$ cat config.mk
export PLATFORM = sky130hd
export DESIGN_NAME = rgb565_gray_decimator_unit
export DESIGN_NICKNAME = d
export VERILOG_FILES = /design/src/design/rgd_pkg.sv /design/src/design/rgd_position.sv /design/src/design/rgd_luma.sv /design/src/design/rgb565_gray_decimator_unit.sv
export SDC_FILE = /design/constraint.sdc
export NUM_CORES = 1
export LEC_CHECK = 0
export ABC_AREA = 1
export BUFFER_PORTS_ARGS = -buffer_cell sky130_fd_sc_hd__buf_2
export CAP_MARGIN = 0
export CELL_PAD_IN_SITES_DETAIL_PLACEMENT = 2
export CELL_PAD_IN_SITES_GLOBAL_PLACEMENT = 2
export CORE_MARGIN = 2
export CORE_UTILIZATION = 36
export DETAILED_ROUTE_END_ITERATION = 16
export GPL_TIMING_DRIVEN = 0
export MAX_ROUTING_LAYER = met4
export PLACE_DENSITY = 0.85
export SLEW_MARGIN = 20
export SYNTH_ARGS = -nofsm -noshare
export SYNTH_HDL_FRONTEND = slang
export SYNTH_HIERARCHICAL = 1
export SYNTH_SLANG_ARGS = --single-unit
$ cat constraint.sdc
create_clock -name clk -period 3.45 [get_ports clk]
set_clock_uncertainty 0.05 [all_clocks]
set_input_delay 0 -clock clk [delete_from_list [all_inputs] [get_ports clk]]
set_output_delay 0 -clock clk [all_outputs]
set_load 0.01 [all_outputs]
$ cat src/design/rgd_pkg.sv
// ----------------------------------------------------------------------------
// rgd_pkg
// Shared types, constants and channel weight tables for the RGB565 gray
// decimator.
// ----------------------------------------------------------------------------
package rgd_pkg;

  localparam int DEF_DECIMATION = 2;
  localparam int DEF_MAX_DIM    = 4096;

  localparam int CFG_W     = 13;
  localparam int CFG_IDX_W = 1;
  localparam int PIXEL_W   = 16;
  localparam int GRAY_W    = 8;

  localparam logic [CFG_IDX_W-1:0] REG_FRAME_WIDTH  = 1'b0;
  localparam logic [CFG_IDX_W-1:0] REG_FRAME_HEIGHT = 1'b1;

  localparam logic [CFG_W-1:0] RST_FRAME_WIDTH  = 13'd720;
  localparam logic [CFG_W-1:0] RST_FRAME_HEIGHT = 13'd640;

  typedef struct packed {
    logic keep;
    logic row_end;
    logic frame_last;
  } pos_t;

  localparam logic [7:0] RED_WEIGHT [32] = '{
    8'd0,  8'd2,  8'd4,  8'd7,  8'd9,  8'd12, 8'd14, 8'd17,
    8'd19, 8'd22, 8'd24, 8'd27, 8'd29, 8'd31, 8'd34, 8'd36,
    8'd39, 8'd41, 8'd44, 8'd46, 8'd49, 8'd51, 8'd53, 8'd56,
    8'd58, 8'd61, 8'd63, 8'd66, 8'd68, 8'd71, 8'd73, 8'd76
  };

  localparam logic [7:0] GREEN_WEIGHT [64] = '{
    8'd0,   8'd2,   8'd4,   8'd7,   8'd9,   8'd11,  8'd14,  8'd16,
    8'd18,  8'd21,  8'd23,  8'd25,  8'd28,  8'd30,  8'd32,  8'd35,
    8'd37,  8'd39,  8'd42,  8'd44,  8'd46,  8'd49,  8'd51,  8'd53,
    8'd56,  8'd58,  8'd60,  8'd63,  8'd65,  8'd67,  8'd70,  8'd72,
    8'd74,  8'd77,  8'd79,  8'd81,  8'd84,  8'd86,  8'd88,  8'd91,
    8'd93,  8'd95,  8'd98,  8'd100, 8'd102, 8'd105, 8'd107, 8'd109,
    8'd112, 8'd114, 8'd116, 8'd119, 8'd121, 8'd123, 8'd126, 8'd128,
    8'd130, 8'd133, 8'd135, 8'd137, 8'd140, 8'd142, 8'd144, 8'd147
  };

  localparam logic [7:0] BLUE_WEIGHT [32] = '{
    8'd0,  8'd0,  8'd1,  8'd2,  8'd3,  8'd4,  8'd5,  8'd6,
    8'd7,  8'd8,  8'd9,  8'd10, 8'd11, 8'd12, 8'd13, 8'd14,
    8'd15, 8'd16, 8'd17, 8'd18, 8'd19, 8'd20, 8'd21, 8'd22,
    8'd23, 8'd24, 8'd25, 8'd26, 8'd27, 8'd28, 8'd29, 8'd29
  };

endpackage

$ cat src/design/rgd_position.sv
// ----------------------------------------------------------------------------
// rgd_position
// Frame size registers and raster column/row counters; flags pixels that
// fall on the decimation grid and the last kept pixel of a row and frame.
// ----------------------------------------------------------------------------
module rgd_position #(
  parameter int DECIMATION = rgd_pkg::DEF_DECIMATION,
  parameter int MAX_DIM    = rgd_pkg::DEF_MAX_DIM
) (
  input  logic                        clk,
  input  logic                        rst,
  input  logic                        cfg_wr_en,
  input  logic [rgd_pkg::CFG_IDX_W-1:0] cfg_index,
  input  logic [rgd_pkg::CFG_W-1:0]   cfg_data,
  input  logic                        advance,
  output rgd_pkg::pos_t               pos
);
  import rgd_pkg::*;

  localparam int CW = $clog2(MAX_DIM);
  localparam int EW = CW + 2;
  localparam int PW = (DECIMATION > 1) ? $clog2(DECIMATION) : 1;
  localparam logic [EW-1:0]    STEP     = EW'(DECIMATION);
  localparam logic [EW-1:0]    STEP2    = EW'(2 * DECIMATION);
  localparam logic [EW-1:0]    DIM_MAX  = EW'(MAX_DIM);
  localparam logic [CFG_W-1:0] DIM_CLIP = CFG_W'(MAX_DIM);
  localparam logic [PW-1:0]    PH_LAST  = PW'(DECIMATION - 1);

  logic [CFG_W-1:0] frame_width;
  logic [CFG_W-1:0] frame_height;
  logic [CW-1:0]    column_count;
  logic [CW-1:0]    row_count;
  logic [PW-1:0]    col_phase;
  logic [PW-1:0]    row_phase;

  logic [EW-1:0] w_eff;
  logic [EW-1:0] h_eff;
  logic [EW-1:0] col_ext;
  logic [EW-1:0] row_ext;
  logic          keep_col;
  logic          keep_row;
  logic          last_col;
  logic          last_row;
  logic          col_wrap;
  logic          row_wrap;

  always_comb begin
    if (frame_width == '0) begin
      w_eff = EW'(1);
    end else if (frame_width > DIM_CLIP) begin
      w_eff = DIM_MAX;
    end else begin
      w_eff = EW'(frame_width);
    end
    if (frame_height == '0) begin
      h_eff = EW'(1);
    end else if (frame_height > DIM_CLIP) begin
      h_eff = DIM_MAX;
    end else begin
      h_eff = EW'(frame_height);
    end
  end

  assign col_ext  = EW'(column_count);
  assign row_ext  = EW'(row_count);
  assign keep_col = (col_phase == '0) && (col_ext + STEP <= w_eff);
  assign keep_row = (row_phase == '0) && (row_ext + STEP <= h_eff);
  assign last_col = col_ext + STEP2 > w_eff;
  assign last_row = row_ext + STEP2 > h_eff;
  assign col_wrap = col_ext + EW'(1) >= w_eff;
  assign row_wrap = row_ext + EW'(1) >= h_eff;

  assign pos.keep       = keep_col && keep_row;
  assign pos.row_end    = keep_col && keep_row && last_col;
  assign pos.frame_last = keep_col && keep_row && last_col && last_row;

  always_ff @(posedge clk) begin
    if (rst) begin
      frame_width  <= RST_FRAME_WIDTH;
      frame_height <= RST_FRAME_HEIGHT;
    end else if (cfg_wr_en) begin
      case (cfg_index)
        REG_FRAME_WIDTH:  frame_width  <= cfg_data;
        REG_FRAME_HEIGHT: frame_height <= cfg_data;
        default: ;
      endcase
    end
  end

  always_ff @(posedge clk) begin
    if (rst) begin
      column_count <= '0;
      row_count    <= '0;
      col_phase    <= '0;
      row_phase    <= '0;
    end else if (advance) begin
      if (col_wrap) begin
        column_count <= '0;
        col_phase    <= '0;
        if (row_wrap) begin
          row_count <= '0;
          row_phase <= '0;
        end else begin
          row_count <= row_count + CW'(1);
          row_phase <= (row_phase == PH_LAST) ? '0 : row_phase + PW'(1);
        end
      end else begin
        column_count <= column_count + CW'(1);
        col_phase    <= (col_phase == PH_LAST) ? '0 : col_phase + PW'(1);
      end
    end
  end

`ifndef SYNTHESIS
  a_col_phase_zero: assert property (@(posedge clk) disable iff (rst)
    column_count == '0 |-> col_phase == '0)
    else $error("column phase out of step with column counter");

  a_row_phase_zero: assert property (@(posedge clk) disable iff (rst)
    row_count == '0 |-> row_phase == '0)
    else $error("row phase out of step with row counter");

  a_frame_last_kept: assert property (@(posedge clk) disable iff (rst)
    pos.frame_last |-> pos.row_end && pos.keep)
    else $error("frame end flagged on a dropped pixel");
`endif

endmodule

$ cat src/design/rgd_luma.sv
// ----------------------------------------------------------------------------
// rgd_luma
// Splits an RGB565 pixel and sums the table-weighted channels into gray.
// ----------------------------------------------------------------------------
module rgd_luma (
  input  logic [rgd_pkg::PIXEL_W-1:0] pixel,
  output logic [rgd_pkg::GRAY_W-1:0]  gray
);
  import rgd_pkg::*;

  logic [4:0] red;
  logic [5:0] green;
  logic [4:0] blue;
  logic [9:0] sum;

  assign red   = pixel[15:11];
  assign green = pixel[10:5];
  assign blue  = pixel[4:0];
  assign sum   = 10'(RED_WEIGHT[red]) + 10'(GREEN_WEIGHT[green]) + 10'(BLUE_WEIGHT[blue]);
  assign gray  = sum[GRAY_W-1:0];

endmodule

$ cat src/design/rgb565_gray_decimator_unit.sv
// ----------------------------------------------------------------------------
// rgb565_gray_decimator_unit
// RGB565 to gray converter with spatial decimation over a configured frame.
// Pipeline: pixel accept to gray_valid passes an input stage, then a result stage.
// Throughput: one pixel per cycle; a full input stage under gray back-pressure
// holds pixel_ready low.
// Reset: counters cleared, frame size 720 x 640, both stages empty.
// ----------------------------------------------------------------------------
module rgb565_gray_decimator_unit #(
  parameter int DECIMATION = rgd_pkg::DEF_DECIMATION,
  parameter int MAX_DIM    = rgd_pkg::DEF_MAX_DIM
) (
  input  logic                          clk,
  input  logic                          rst,
  input  logic                          cfg_wr_en,
  input  logic [rgd_pkg::CFG_IDX_W-1:0] cfg_index,
  input  logic [rgd_pkg::CFG_W-1:0]     cfg_data,
  input  logic                          pixel_valid,
  output logic                          pixel_ready,
  input  logic [rgd_pkg::PIXEL_W-1:0]   pixel,
  output logic                          gray_valid,
  input  logic                          gray_ready,
  output logic [rgd_pkg::GRAY_W-1:0]    gray,
  output logic                          row_end,
  output logic                          frame_last
);
  import rgd_pkg::*;

  pos_t               pos;
  logic               accept;
  logic               s1_valid;
  logic [PIXEL_W-1:0] s1_pixel;
  logic               s1_row_end;
  logic               s1_frame_last;
  logic               s1_adv;
  logic               out_free;
  logic [GRAY_W-1:0]  gray_next;

  assign out_free    = !gray_valid || gray_ready;
  assign s1_adv      = s1_valid && out_free;
  assign pixel_ready = !s1_valid || out_free;
  assign accept      = pixel_valid && pixel_ready;

  rgd_position #(
    .DECIMATION (DECIMATION),
    .MAX_DIM    (MAX_DIM)
  ) u_position (
    .clk       (clk),
    .rst       (rst),
    .cfg_wr_en (cfg_wr_en),
    .cfg_index (cfg_index),
    .cfg_data  (cfg_data),
    .advance   (accept),
    .pos       (pos)
  );

  rgd_luma u_luma (
    .pixel (s1_pixel),
    .gray  (gray_next)
  );

  always_ff @(posedge clk) begin
    if (rst) begin
      s1_valid <= 1'b0;
    end else if (pixel_ready) begin
      s1_valid <= accept && pos.keep;
    end
  end

  always_ff @(posedge clk) begin
    if (accept) begin
      s1_pixel      <= pixel;
      s1_row_end    <= pos.row_end;
      s1_frame_last <= pos.frame_last;
    end
  end

  always_ff @(posedge clk) begin
    if (rst) begin
      gray_valid <= 1'b0;
    end else if (out_free) begin
      gray_valid <= s1_valid;
    end
  end

  always_ff @(posedge clk) begin
    if (s1_adv) begin
      gray       <= gray_next;
      row_end    <= s1_row_end;
      frame_last <= s1_frame_last;
    end
  end

`ifndef SYNTHESIS
  a_frame_last_row_end: assert property (@(posedge clk) disable iff (rst)
    gray_valid && frame_last |-> row_end)
    else $error("frame end without row end");

  a_s1_hold: assert property (@(posedge clk) disable iff (rst)
    s1_valid && !s1_adv |=> s1_valid && s1_pixel == $past(s1_pixel))
    else $error("input stage lost a stalled pixel");

  a_s1_stall_cause: assert property (@(posedge clk) disable iff (rst)
    s1_valid && !s1_adv |-> gray_valid && !gray_ready)
    else $error("input stage stalled without output back-pressure");
`endif

endmodule

==> reports/results.tsv, run 1 <==
stage	metric	value	unit
cts	cts.reportedPaths.clkPinSlew	0.07	ns
timing	fin_crit	3.34	ns
routing	drc	0	
critical_path	worstPathRequired	3.66	ns
global_routing	grt_usage	0.263	
critical_path	crit_path_from	u_position/column_count[1]	
floorplanning	std_cell_rows	52	
routing	wl_per_cell	20.1	um
timing	fin_crit_sh	0.969	
floorplanning	die_h	148	um
logic_synthesis	post_synth_edffs	28	
power	total_leakage_power	4.53	nW
routing	drt_iter0_drc	267	
logic_synthesis	avgSynthCellArea	7.10	um2
global_routing	pin_count_of_the_biggest_net_entering_global_routing	23	
place	dp_hpwl	19600	um
logic_synthesis	sequential_element_share_of_the_synthesized_area	0.257	
logic_synthesis	post-synth-top-area-fraction	0.175	
logic_synthesis	synth_seq_cells	82	
power	power.density	388	mW/mm2
place	place_congestion	0.821	
finish	final_instance_area	0.00912	mm2
timing	clock.fmax	299	MHz
critical_path	timing.rr.start	u_position/column_count[1]	
place	place_inst	1370	
global_routing	first_pass_grt_wire_length	44400	um
logic_synthesis	yosysUniqueCellTypes	56	
power	p_total	3.54	mW
routing	drt_pass1_iterations	4	
timing	setup_ws	0.106	ns
cts	cts_inserted_buffers	9	
cts	cts_max_path_buffers	2	
logic_synthesis	synthXorXnorAreaFrac	0.0510	
logic_synthesis	async_set_or_reset_register_ratio_after_synthesis	0	
finish	synthToLayoutAreaGrowth	21.8	%
finish	stdcell_count	1438	
floorplanning	initial_utilization	0.369	
logic_synthesis	top_cells_by_area_synth	ha_1 (18%), dfxtp_1 (14%), nand2_1 (11%)	
critical_path	worst-endpoint-arrival	3.55	ns
timing	worst_slew_pin_slew	1.11	ns
critical_path	worst-path-max-fanout	7	
logic_synthesis	mappedNetlistArea	0.00749	mm2
outcome	result_of_the_run	finished clean	
job	maxCapViolCount	0	
cts	clk-insertion-delay-late	0.36	ns
cts	cts_root_buffer	clkbuf_16	
critical_path	cp-start-kind	flip-flop	
global_routing	grt_pass1_vias	8563	
routing	via_count_of_the_routed_design	7664	
hold_path	beginning_of_the_worst_hold_path	cfg_wr_en	
hold_path	holdCritPathClass	input pin to flip-flop	
place	numPortBuffers	46	
cts	cts_tree	done	
logic_synthesis	synthAdderAreaFrac	0.192	
floorplanning	ios	47	
global_routing	antenna_found_initial	0	
cts	clock_sink_count	82	
routing	route.final.wire_length	28900	um
finish	design.final.nets	1309	
critical_path	crit_type	flip-flop to flip-flop	
finish	fillerInstances	2371	
logic_synthesis	synth.net_count	1200	
routing	post_drt_via_cell_ratio	5.33	
power	vdd_ir_drop_max	230	uV
floorplanning	die_area	0.0220	mm2
timing	timing.final.hold_violations	0	
logic_synthesis	postSynthCellCount	1054	
timing	maxSlewViolCount	0	
timing	final_number_of_setup_violating_endpoints	0	
logic_synthesis	yosys_warnings	6	
routing	ant_nets	0	
logic_synthesis	synth-main-ff-cell	dfxtp_1	
floorplanning	dieWidth	148	um
logic_synthesis	synth-compound-area-share	0.131	
finish	final_common_cell	nand2_1	
global_routing	total_grt_overflow	0	
logic_synthesis	synth_simple_gate_area_share	0.283	
cts	cts.htree.levels	3	
place	dp_slack	-0.380	ns
finish	final_core_util	0.449	
timing	slew-limit-headroom	0.258	
logic_synthesis	synth_top_cell_by_area	ha_1	
logic_synthesis	synthMuxAreaShare	0	
finish	final_cell_mix	nand2_1 (219), nor2_1 (134), inv_1 (121)	
floorplanning	coreArea	0.0203	mm2
place	placed_area	0.00806	mm2
critical_path	endpoint_kind	flip-flop	
finish	drive_gt1_frac	0.164	
finish	antennaDiodeCount	0	
logic_synthesis	synth_top_family_by_area	simple AND/OR/NAND/NOR gates	
-- worst max-delay path, stage by stage, from the launching register on --
cell      delay [ns]
dfxtp_4         0.37
buf_4           0.16
ha_1            0.23
inv_1           0.25
nor3_1          0.13
a21oi_1         0.17
inv_1           0.09
ha_1            0.29
nand2_1         0.06
nor2_1          0.21
o21ai_0         0.13
o211ai_1        0.14
nand3_1         0.10
o211ai_1        0.20
nand2_4         0.21
buf_8           0.22
nor2_1          0.14
nor2_1          0.06
-- timing repair --
action / CTS / global route
setup buffers: 5 / 12
resized for setup: 13 / 79
endpoints found under the hold margin: 45 / 0
setup endpoints to repair: 30 / 32
gates cloned: 0 / 3
pin swaps: 1 / 9
hold buffers: 33 / 0
-- layer usage --
layer / GRT usage / wire (um) / vias up
li1: - / - / 3680
met1: 0.300 / 12500 / 3820
met2: 0.483 / 15100 / 120
met3: 0.0313 / 633 / 44
met4: 0.0767 / 599 / 0
met5: - / 0 / -
-- cells by family (layout without fill, tap and decap cells) --
| family | Yosys count | after routing |
|---|---|---|
| AO/OA/AOI/OAI | 171 | 171 |
| XOR/XNOR | 41 | 41 |
| adder cells (fa/ha/maj) | 111 | 111 |
| buffers and inverters | 161 | 275 |
| flip-flops | 82 | 82 |
| AND/OR/NAND/NOR | 488 | 488 |
-- layout make-up --
class | count | area (um2) | share of cell area
multi-input combinational | 811 | 5110 | 0.561
sequential | 82 | 1950 | 0.213
timing repair buffer | 98 | 724 | 0.0795
inverter | 136 | 523 | 0.0574
tap | 270 | 338 | 0.0371
clock buffer | 11 | 264 | 0.0290
buffer | 24 | 148 | 0.0162
clock inverter | 5 | 56.3 | 0.00618
timing repair inverter | 1 | 6.26 | 0.000686
-- through the flow --
step,hold WS [ns],TNS (ns)
final,0.0939,0
after global routing,0.120,-1.11
after CTS,0.0273,0
after detailed placement,0.128,-4.47
after global placement,0.127,-2.81
after floorplan,0.0124,0
-- where the power goes --
| group | leakage (nW) | internal [mW] | switching [mW] |
|---|---|---|---|
| Sequential | 0.719 | 1.10 | 0.0784 |
| Clock | 0.158 | 0.627 | 0.470 |
| Combinational | 3.65 | 0.480 | 0.783 |
| Total | 4.53 | 2.21 | 1.33 |
-- path summary, 6_finish.rpt --
check        depth (start not counted)                     endpoint  slack (ns)
max                                 17      u_position/row_count[8]        0.11
min                                  5    u_position/frame_width[0]        0.09
min reg2reg                          2  u_position/frame_height[11]        0.43
max reg2reg                         17      u_position/row_count[8]        0.11
-- state kept, by name, summed over array words and instances (netlist names) --
| signal | cells |
|---|---|
| gray_valid | 1 |
| s1_frame_last | 1 |
| gray | 8 |
| s1_pixel | 16 |
| frame_last | 1 |
| u_position/column_count | 12 |
| u_position/frame_width | 13 |
| s1_valid | 1 |
| u_position/row_phase | 1 |
| row_end | 1 |
| u_position/row_count | 12 |
| u_position/col_phase | 1 |
| s1_row_end | 1 |
| u_position/frame_height | 13 |
-- synthesized netlist by cell type, types with 2 or more instances --
cell / n
nand3_2: 6
inv_1: 126
o21bai_1: 3
and2_1: 3
nor2_1: 137
nor3_1: 11
o221ai_1: 3
nor4_1: 4
buf_6: 2
xor2_1: 32
buf_2: 9
o21a_1: 4
nand2_2: 11
xnor2_1: 6
edfxtp_1: 28
a21oi_1: 59
clkbuf_1: 12
nand2_4: 3
a221oi_1: 2
nor2_4: 4
fa_1: 6
o21ai_0: 63
a211oi_1: 2
o211ai_1: 8
xor2_2: 3
nor2_2: 3
inv_2: 6
dfxtp_1: 54
ha_1: 105
o21ai_1: 11
clkinv_2: 2
nand4_1: 11
nand3_1: 63
nand2_1: 225
a21o_1: 6
No activity file was read; power rests on OpenSTA's default activity.
==> inputs of run 2 (changes only) <==
==> constraint.sdc (replaced) <==
create_clock -name clk -period 3.45 [get_ports clk]
set_clock_uncertainty 0.05 [all_clocks]
set_input_delay 0.5175 -clock clk [delete_from_list [all_inputs] [get_ports clk]]
set_output_delay 0.5175 -clock clk [all_outputs]
set_load 0.01 [all_outputs]
==> reports/results.tsv, run 2 (synthesis gave the netlist of run 1 again) <==
stage	metric	value	unit	change
outcome	result_of_the_run	finished, violations left		was finished clean
outcome	violations	negative setup slack		
cts	cts_inserted_buffers	9		unchanged
finish	drive_gt1_frac	0.153		was 0.164
global_routing	grt_usage	0.247		was 0.263
finish	antennaDiodeCount	0		unchanged
timing	clock.fmax	283	MHz	was 299 MHz
routing	via_count_of_the_routed_design	7379		was 7664
critical_path	worst-endpoint-arrival	3.74	ns	was 3.55 ns
cts	cts_max_path_buffers	2		unchanged
timing	fin_crit_sh	1.02		was 0.969
power	power.density	402	mW/mm2	was 388 mW/mm2
finish	design.final.nets	1267		was 1309
power	total_leakage_power	4.32	nW	was 4.53 nW
timing	fin_crit	3.54	ns	was 3.34 ns
cts	cts_root_buffer	clkbuf_16		unchanged
place	dp_hpwl	19600	um	unchanged
floorplanning	die_area	0.0220	mm2	unchanged
timing	worst_slew_pin_slew	1.09	ns	was 1.11 ns
finish	final_cell_mix	nand2_1 (220), nor2_1 (135), inv_1 (123)		was nand2_1 (219), nor2_1 (134), inv_1 (121)
finish	max_flop_register	s1_pixel		unchanged
routing	drt_pass1_iterations	4		unchanged
timing	final_number_of_setup_violating_endpoints	10		was 0
finish	final_common_cell	nand2_1		unchanged
timing	maxSlewViolCount	0		unchanged
critical_path	timing.critical_path.slowest_cell_delay	0.67	ns	was 0.37 ns
routing	post_drt_via_cell_ratio	5.29		was 5.33
hold_path	beginning_of_the_worst_hold_path	pixel[5]		was cfg_wr_en
floorplanning	ios	47		unchanged
cts	clock_sink_count	82		unchanged
critical_path	crit_chain	ha_2 -> nand2_1 -> xor2_1 -> nand2_1 -> o21a_1 -> inv_1 -> ha_1 -> nand2_1 -> o311ai_0 -> nand3_1 -> o2111ai_2 -> clkbuf_4 -> nor2_1 -> nor2_1 -> nor2_1		was buf_4 -> ha_1 -> inv_1 -> nor3_1 -> a21oi_1 -> inv_1 -> ha_1 -> nand2_1 -> nor2_1 -> o21ai_0 -> o211ai_1 -> nand3_1 -> o211ai_1 -> nand2_4 -> buf_8 -> nor2_1 -> nor2_1
floorplanning	initial_utilization	0.369		unchanged
routing	route.final.wire_length	26600	um	was 28900 um
critical_path	cp-start-kind	flip-flop		unchanged
routing	ant_nets	0		unchanged
floorplanning	die_h	148	um	unchanged
power	vdd_ir_drop_max	224	uV	was 230 uV
critical_path	endpoint_kind	flip-flop		unchanged
critical_path	worst-path-max-fanout	10		was 7
job	maxCapViolCount	0		unchanged
global_routing	first_pass_grt_wire_length	42000	um	was 44400 um
critical_path	timing.rr.start	u_position/row_count[1]		was u_position/column_count[1]
global_routing	total_grt_overflow	0		unchanged
place	numPortBuffers	46		unchanged
critical_path	crit_type	flip-flop to flip-flop		unchanged
global_routing	antenna_found_initial	0		unchanged
cts	clk-insertion-delay-late	0.37	ns	was 0.36 ns
cts	cts_tree	done		unchanged
finish	top_regs	s1_pixel (16), u_position/frame_height (13), u_position/frame_width (13)		unchanged
finish	stdcell_count	1396		was 1438
timing	timing.final.hold_violations	0		unchanged
global_routing	pin_count_of_the_biggest_net_entering_global_routing	23		unchanged
cts	cts.htree.levels	3		unchanged
place	place_inst	1370		unchanged
critical_path	ff2ff_setup_slack	-0.09	ns	was 0.11 ns
critical_path	worstPathRequired	3.65	ns	was 3.66 ns
routing	wl_per_cell	19.0	um	was 20.1 um
finish	fillerInstances	2420		was 2371
floorplanning	std_cell_rows	52		unchanged
finish	seq_area	0.00194	mm2	was 0.00195 mm2
cts	cts.reportedPaths.clkPinSlew	0.07	ns	about the same
routing	drt_iter0_drc	273		was 267
hold_path	hold-path-endpoint	s1_pixel[5]		was u_position/frame_width[0]
place	place_congestion	0.821		unchanged
finish	largest_register_ffs	16		unchanged
finish	synthToLayoutAreaGrowth	15.4	%	was 21.8%
floorplanning	coreArea	0.0203	mm2	unchanged
hold_path	timing.hold.worst_path_depth	1		was 5
hold_path	holdCritPathClass	input pin to flip-flop		unchanged
finish	multi_input_comb_area	0.00506	mm2	was 0.00511 mm2
floorplanning	dieWidth	148	um	unchanged
global_routing	grt_pass1_vias	8121		was 8563
critical_path	worstReg2RegEnd	u_position/row_count[6]		was u_position/row_count[8]
timing	setup_ws	-0.0857	ns	was 0.106 ns
timing	unrepaired_setup_endpoints_after_global_routing	yes		
power	p_total	3.47	mW	was 3.54 mW
timing	slew-limit-headroom	0.274		was 0.258
finish	final_core_util	0.426		was 0.449
routing	drc	0		unchanged
critical_path	cp_slowest_cell	o311ai_0		was dfxtp_4
critical_path	timing.reg2reg.worst_path_depth	15		was 17
## run 2: cell count changes in the layout (fill, tap and decap cells not counted), moves of 2 or more
cell / delta
dlygate4sd3_1: -33
buf_4: -7
ha_1: +2
inv_4: -2
ha_4: -2
inv_1: +2
dfxtp_2: -2
dfxtp_1: +2
nand2_4: -2
## run 2: through the flow
step | setup TNS (ns) | hold WS [ns] | instance area (um2) | setup WS, ns
2_1_floorplan | 0 | 0.350 | 7490 | 0.277
3_3_place_gp | -2.81 | 0.410 | 8060 | -0.255
3_5_place_dp | -4.47 | 0.412 | 8060 | -0.380
4_1_cts | 0 | 0.267 | 8430 | 0.00385
5_1_grt | -2.27 | 0.275 | 8640 | -0.239
6_report | -0.659 | 0.278 | 8640 | -0.0857
## run 2: where the power goes
part           total, mW  switching (mW)  internal (mW)  leakage, nW
Clock               1.09           0.463          0.627        0.158
Sequential          1.18          0.0795           1.10        0.718
Combinational       1.20           0.763          0.439         3.44
Total               3.47            1.31           2.17         4.32
## run 2: worst max-delay path, delay by kind of cell, from the launching register on
kind / cells / cell delay, ns
xor+xnor: 1 / 0.19
buf+inv: 2 / 0.35
simple gates: 7 / 0.77
fa+ha+maj: 2 / 0.60
flops: 1 / 0.48
compound gates: 3 / 0.97
## run 2: metal layers
metal,share of wire,track usage,vias up
li1,-,-,3601
met5,0,-,-
met1,0.44,0.295,3652
met2,0.52,0.447,99
met4,0.013,0.0567,0
met3,0.022,0.0279,27
## run 2: area by class of cell
class | count | area share
clock inverter | 5 | 0.00652
inverter | 136 | 0.0602
multi-input combinational | 811 | 0.586
sequential | 82 | 0.225
tap | 270 | 0.0391
timing repair buffer | 57 | 0.0362
clock buffer | 11 | 0.0305
buffer | 24 | 0.0166
## run 2: how the worst max path moves through the flow
stage / startpoint / end / slack, ns / cells past startpoint
after floorplan: s1_pixel[6] / gray[7] / 0.28 / 20
final: u_position/row_count[1] / u_position/row_count[6] / -0.09 / 15
after CTS: s1_pixel[5] / gray[7] / 0.004 / 20
after global routing: u_position/row_count[1] / u_position/row_count[1] / -0.24 / 15
after global placement: u_position/column_count[1] / u_position/row_count[10] / -0.26 / 17
after detailed placement: u_position/column_count[1] / u_position/row_count[5] / -0.38 / 17
## run 2: timing repair
item	4_1_cts	5_1_grt
hold buffers	0	0
setup buffers	5	5
gates cloned	0	1
setup endpoints to repair	30	32
gates resized for setup	13	57
pin swaps	1	7
hold endpoints to repair	0	0
